File: src/hw/rtl/okl_pkg.sv
// Package for the ordered keyed list: opcode and status codes, and the
// transaction token that walks the cell chain. No dependencies.
package okl_pkg;

  typedef enum logic [1:0] {
    OP_APPEND  = 2'd0,
    OP_PREPEND = 2'd1,
    OP_SEARCH  = 2'd2,
    OP_DELETE  = 2'd3
  } op_t;

  typedef enum logic [1:0] {
    ST_OK   = 2'd0,
    ST_MISS = 2'd1,
    ST_FULL = 2'd2
  } status_t;

  localparam int unsigned KEY_W    = 32;
  localparam int unsigned HANDLE_W = 32;
  localparam int unsigned POS_W    = 4;
  localparam int unsigned COUNT_W  = 5;

  // Request token handed from cell to cell
  typedef struct packed {
    logic                valid;
    op_t                 op;
    logic [KEY_W-1:0]    key;
    logic [KEY_W-1:0]    carry_key;
    logic [HANDLE_W-1:0] carry_handle;
    logic [HANDLE_W-1:0] found_handle;
    logic                full;
    logic                hit;
  } tok_t;

endpackage

File: src/hw/rtl/okl_cell.sv
// One list cell: holds one entry and processes the passing request token.
// Depends on okl_pkg.
module okl_cell #(
  parameter int unsigned CELL_INDEX = 0,
  parameter int unsigned IDX_W      = 4
) (
  input  logic                         clk,
  input  logic                         rst,
  input  logic                         adv,
  input  okl_pkg::tok_t                tok_in,
  input  logic [IDX_W-1:0]             pos_in,
  input  logic                         occ,
  input  logic                         tail,
  input  logic [okl_pkg::KEY_W-1:0]    nxt_key,
  input  logic [okl_pkg::HANDLE_W-1:0] nxt_handle,
  output okl_pkg::tok_t                tok_out,
  output logic [IDX_W-1:0]             pos_out,
  output logic [okl_pkg::KEY_W-1:0]    ent_key,
  output logic [okl_pkg::HANDLE_W-1:0] ent_handle
);
  import okl_pkg::*;

  tok_t                tok_next;
  logic [IDX_W-1:0]    pos_next;
  logic [KEY_W-1:0]    ent_key_next;
  logic [HANDLE_W-1:0] ent_handle_next;
  logic                match;

  assign match = occ && !tok_in.hit && (ent_key == tok_in.key);

  always_comb begin
    tok_next        = tok_in;
    pos_next        = pos_in;
    ent_key_next    = ent_key;
    ent_handle_next = ent_handle;
    if (tok_in.valid && !tok_in.full) begin
      unique case (tok_in.op)
        OP_APPEND: begin
          if (tail) begin
            ent_key_next    = tok_in.carry_key;
            ent_handle_next = tok_in.carry_handle;
          end
        end
        OP_PREPEND: begin
          // take the carried entry, pass the old one toward the tail
          if (occ || tail) begin
            ent_key_next          = tok_in.carry_key;
            ent_handle_next       = tok_in.carry_handle;
            tok_next.carry_key    = ent_key;
            tok_next.carry_handle = ent_handle;
          end
        end
        OP_SEARCH: begin
          if (match) begin
            tok_next.hit          = 1'b1;
            tok_next.found_handle = ent_handle;
            pos_next              = IDX_W'(CELL_INDEX);
          end
        end
        OP_DELETE: begin
          if (match) begin
            tok_next.hit = 1'b1;
            pos_next     = IDX_W'(CELL_INDEX);
          end
          // from the match on, pull the neighbor in; it is not yet visited
          if (occ && (match || tok_in.hit)) begin
            ent_key_next    = nxt_key;
            ent_handle_next = nxt_handle;
          end
        end
        default: ;
      endcase
    end
  end

  always_ff @(posedge clk) begin
    if (rst) begin
      tok_out <= '0;
      pos_out <= '0;
    end else if (adv) begin
      tok_out <= tok_next;
      pos_out <= pos_next;
    end
  end

  always_ff @(posedge clk) begin
    if (adv) begin
      ent_key    <= ent_key_next;
      ent_handle <= ent_handle_next;
    end
  end

endmodule

File: config.mk
export PLATFORM = sky130hd
export DESIGN_NAME = okl_cell
export DESIGN_NICKNAME = d
export VERILOG_FILES = /design/src/hw/rtl/okl_pkg.sv /design/src/hw/rtl/okl_cell.sv
export SDC_FILE = /design/constraint.sdc
export NUM_CORES = 1
export LEC_CHECK = 0
export BUFFER_PORTS_ARGS = -buffer_cell sky130_fd_sc_hd__buf_4
export CORE_AREA = 2 2 158 160
export DETAILED_ROUTE_END_ITERATION = 8
export DIE_AREA = 0 0 160 162
export PLACE_DENSITY = 0.65
export RECOVER_POWER = 50
export SYNTH_ARGS = -nofsm -noshare
export SYNTH_HDL_FRONTEND = slang
export SYNTH_SLANG_ARGS = --single-unit
File: constraint.sdc
create_clock -name clk -period 9.6 [get_ports clk]
set_input_delay 0.96 -clock clk [delete_from_list [all_inputs] [get_ports clk]]
set_output_delay 0.96 -clock clk [all_outputs]
set_load 0.005 [all_outputs]
==> impl_metrics.py <==
metrics = {
    "global_route": {
        "grt_pass1_wl_um": 45800,
        "first_global_vias": 7757,
        "antenna_found_initial": 0,
        "grt_max_degree": 103,
        "grt.overflow.total": 0,
        "track_usage": 0.225,
    },
    "placement": {
        "portBuffers": 406,
        "hpwl_um": 22000,
        "place_inst": 1488,
        "gp_congestion": 0.846,
    },
    "layout": {
        "area_growth_pct": 42.0,
        "fillerInstances": 2326,
        "diodes": 0,
        "multiInputGateArea_um2": 3860,
        "fin_cells": 1532,
        "drive_gt1_frac": 0.377,
        "fin_util": 0.523,
        "num-nets-final": 1396,
        "final_cell_mix": "buf_4, dfxtp_1, nor2_1",
        "final_common_cell": "buf_4",
        "regArea_um2": 4660,
    },
    "power_and_ir_drop": {
        "swShare": 0.238,
        "power.switching_uw": 499,
        "p_int_uw": 1600,
        "p_per_area_nw_per_um2": 166,
        "max-vdd-ir-drop_mv": 0.112,
        "p_total_uw": 2090,
        "power.leakage_uw": 0.00520,
        "seq_power_share": 0.457,
        "share_comb_of_total_power": 0.138,
        "p_clk_frac": 0.405,
    },
    "worst_setup_path": {
        "worstSetupPathType": "input pin to flop",
        "critPathLaunchType": "input pin",
        "cp_slowest_cell": "clkbuf_1",
        "cp-end-kind": "flop",
        "path_buf_inv": 2,
        "critPathTopFamily": "buffers and inverters",
        "crit_chain": "clkbuf_1 -> clkinv_1 -> a211oi_1 -> nor3_1",
        "crit_path_max_fanout": 57,
        "reg2reg_from": "ent_key[20]$_DFFE_PP_",
        "crit_required_ns": 9.94,
        "worstPathArrival_ns": 4.67,
        "slowest_delay_ns": 2.11,
        "startpoint": "adv",
    },
    "clock_network": {
        "insertion_delay_ns": 0.50,
        "cts_resized": 0,
        "cts.path.max_buffers": 3,
        "cts_tree": "done",
        "cts_buffers": 24,
        "clk_pin_slew_ns": 0.05,
        "htree_levels": 1,
        "post_cts_buffers": 0,
        "clockRootBuffer": "clkbuf_16",
        "cts_hold_buf": 0,
        "cts_num_sinks": 201,
    },
    "synthesis": {
        "synth_cell_types": 38,
        "avgSynthCellArea_um2": 10.9,
        "synth_area_um2": 8880,
        "ys_warn_count": 0,
        "yosysSeqAreaShare": 0.525,
        "synth_edf_count": 64,
        "synth-seq-cells": 201,
        "synth_flop_cell": "dfxtp_1",
        "syn-num-nets": 1024,
        "async_flop_share": 0,
        "syn_inst": 818,
    },
    "routing": {
        "top_layer": "met4",
        "wl_met1_um": 12100,
        "drc": 0,
        "route.met2.wl_um": 14800,
        "antenna_left": 0,
        "dr_total_vias": 7758,
        "wl_um": 30500,
        "drtPass1Iterations": 5,
        "wl_met3_um": 2760,
        "drt_iter0_drc": 473,
        "vias_per_cell": 5.06,
        "wl_per_cell_um": 19.9,
    },
    "sta": {
        "drv_slew": 124,
        "layout_min_cycle_time_ns": 4.33,
        "max_slew_margin": -1.12,
        "skew_ns": 0.00639,
        "setup_viol": 0,
        "final.period_utilization": 0.451,
        "worst_pin_slew_ns": 3.17,
        "timing.fmax_mhz": 231,
        "grt_setup_unrepaired": "false",
        "fin_setup_tns_ns": 0,
        "finalHoldViolations": 0,
    },
    "die": {
        "ios": 407,
        "rows": 57,
        "start_util": 0.368,
        "die_h_um": 162,
        "coreArea_um2": 24100,
        "die_x_um": 160,
        "die_area_um2": 25900,
    },
    "min_path": {
        "min_from": "pos_out[3]$_SDFFE_PP0P_",
        "hp-class": "flop to flop",
    },
    "run": {
        "cap_violations": 2,
    },
    "status": {
        "status": "complete, but fails checks",
        "violations": "capacitance limit, slew limit",
    },
}
synth_stat cells, types with 4 or more instances:
cell      instances  area share
nand2b_1          6      0.0042
nor3_1            4      0.0023
clkbuf_1         49       0.021
buf_2            11      0.0062
edfxtp_1         64        0.22
nand2_1          39       0.016
a211oi_1         65       0.055
xor2_1           12       0.012
mux2_2           64       0.081
dfxtp_1         137        0.31
mux2i_1         100        0.11
xnor2_1           6      0.0059
a211o_1           4      0.0039
nand3_1          34       0.019
inv_1            11      0.0046
nor2b_1          12      0.0085
a21oi_1           4      0.0023
a311oi_1         32       0.032
nor2_1          133       0.056
buf_6             4      0.0051
power groups by stage:
stage	clock [uW]	combinational, uW	sequential, uW
4_1_cts	874	303	958
6_report	849	288	957
5_1_grt	912	314	962
3_3_place_gp	0	298	975
2_1_floorplan	0	121	975
3_5_place_dp	0	302	976
flip-flops by register name (all words and copies together) (netlist names):
name / count
ent_handle: 32
ent_key: 32
tok_out: 133
pos_out: 4
final cells by class:
cell class,instances,area share
flip-flops and latches,201,0.370
multi-input cells,535,0.306
repair buffers,414,0.228
clock buffers,39,0.0570
well taps,324,0.0322
inverters,14,0.00417
clock inverters,5,0.00189
through the flow:
stage                     hold slack (ns)  setup slack [ns]  cell area (um^2)
final                               0.463              5.27             12600
after global placement              0.453              5.42             12100
after global routing                0.492              4.93             12600
after floorplan                     0.457              2.41              8880
after detailed placement            0.459              5.40             12100
after CTS                           0.468              5.93             12800
final timing paths:
path,slack [ns],cells past startpoint,end
worst max-delay path,5.27,4,tok_out[0]$_SDFFE_PP0P_
worst max register to register,5.94,7,ent_key[0]$_DFFE_PP_
worst min register to register,0.46,2,pos_out[3]$_SDFFE_PP0P_
worst min-delay path,0.46,2,pos_out[3]$_SDFFE_PP0P_
logic make-up (layout without fill, tap and decap cells):
family,Yosys count,in the layout,share of synthesized area
AND/OR/NAND/NOR,237,237,0.116
flip-flops,201,201,0.525
multiplexers,164,164,0.194
AO/OA/AOI/OAI,116,116,0.105
buffers and inverters,82,472,0.0421
XOR/XNOR,18,18,0.0178
worst min-delay path, stage by stage (launching register included):
cell	delay, ns
dfxtp_1	0.31
nand2_1	0.06
a21oi_1	0.05
metal layers:
| metal | up-vias | track usage |
|---|---|---|
| met2 | 353 | 0.392 |
| met4 | 0 | 0.0700 |
| met1 | 3637 | 0.265 |
| met3 | 45 | 0.0705 |
| li1 | 3723 | - |
| met5 | - | 0 |
No activity file was read; power rests on OpenSTA's default activity.
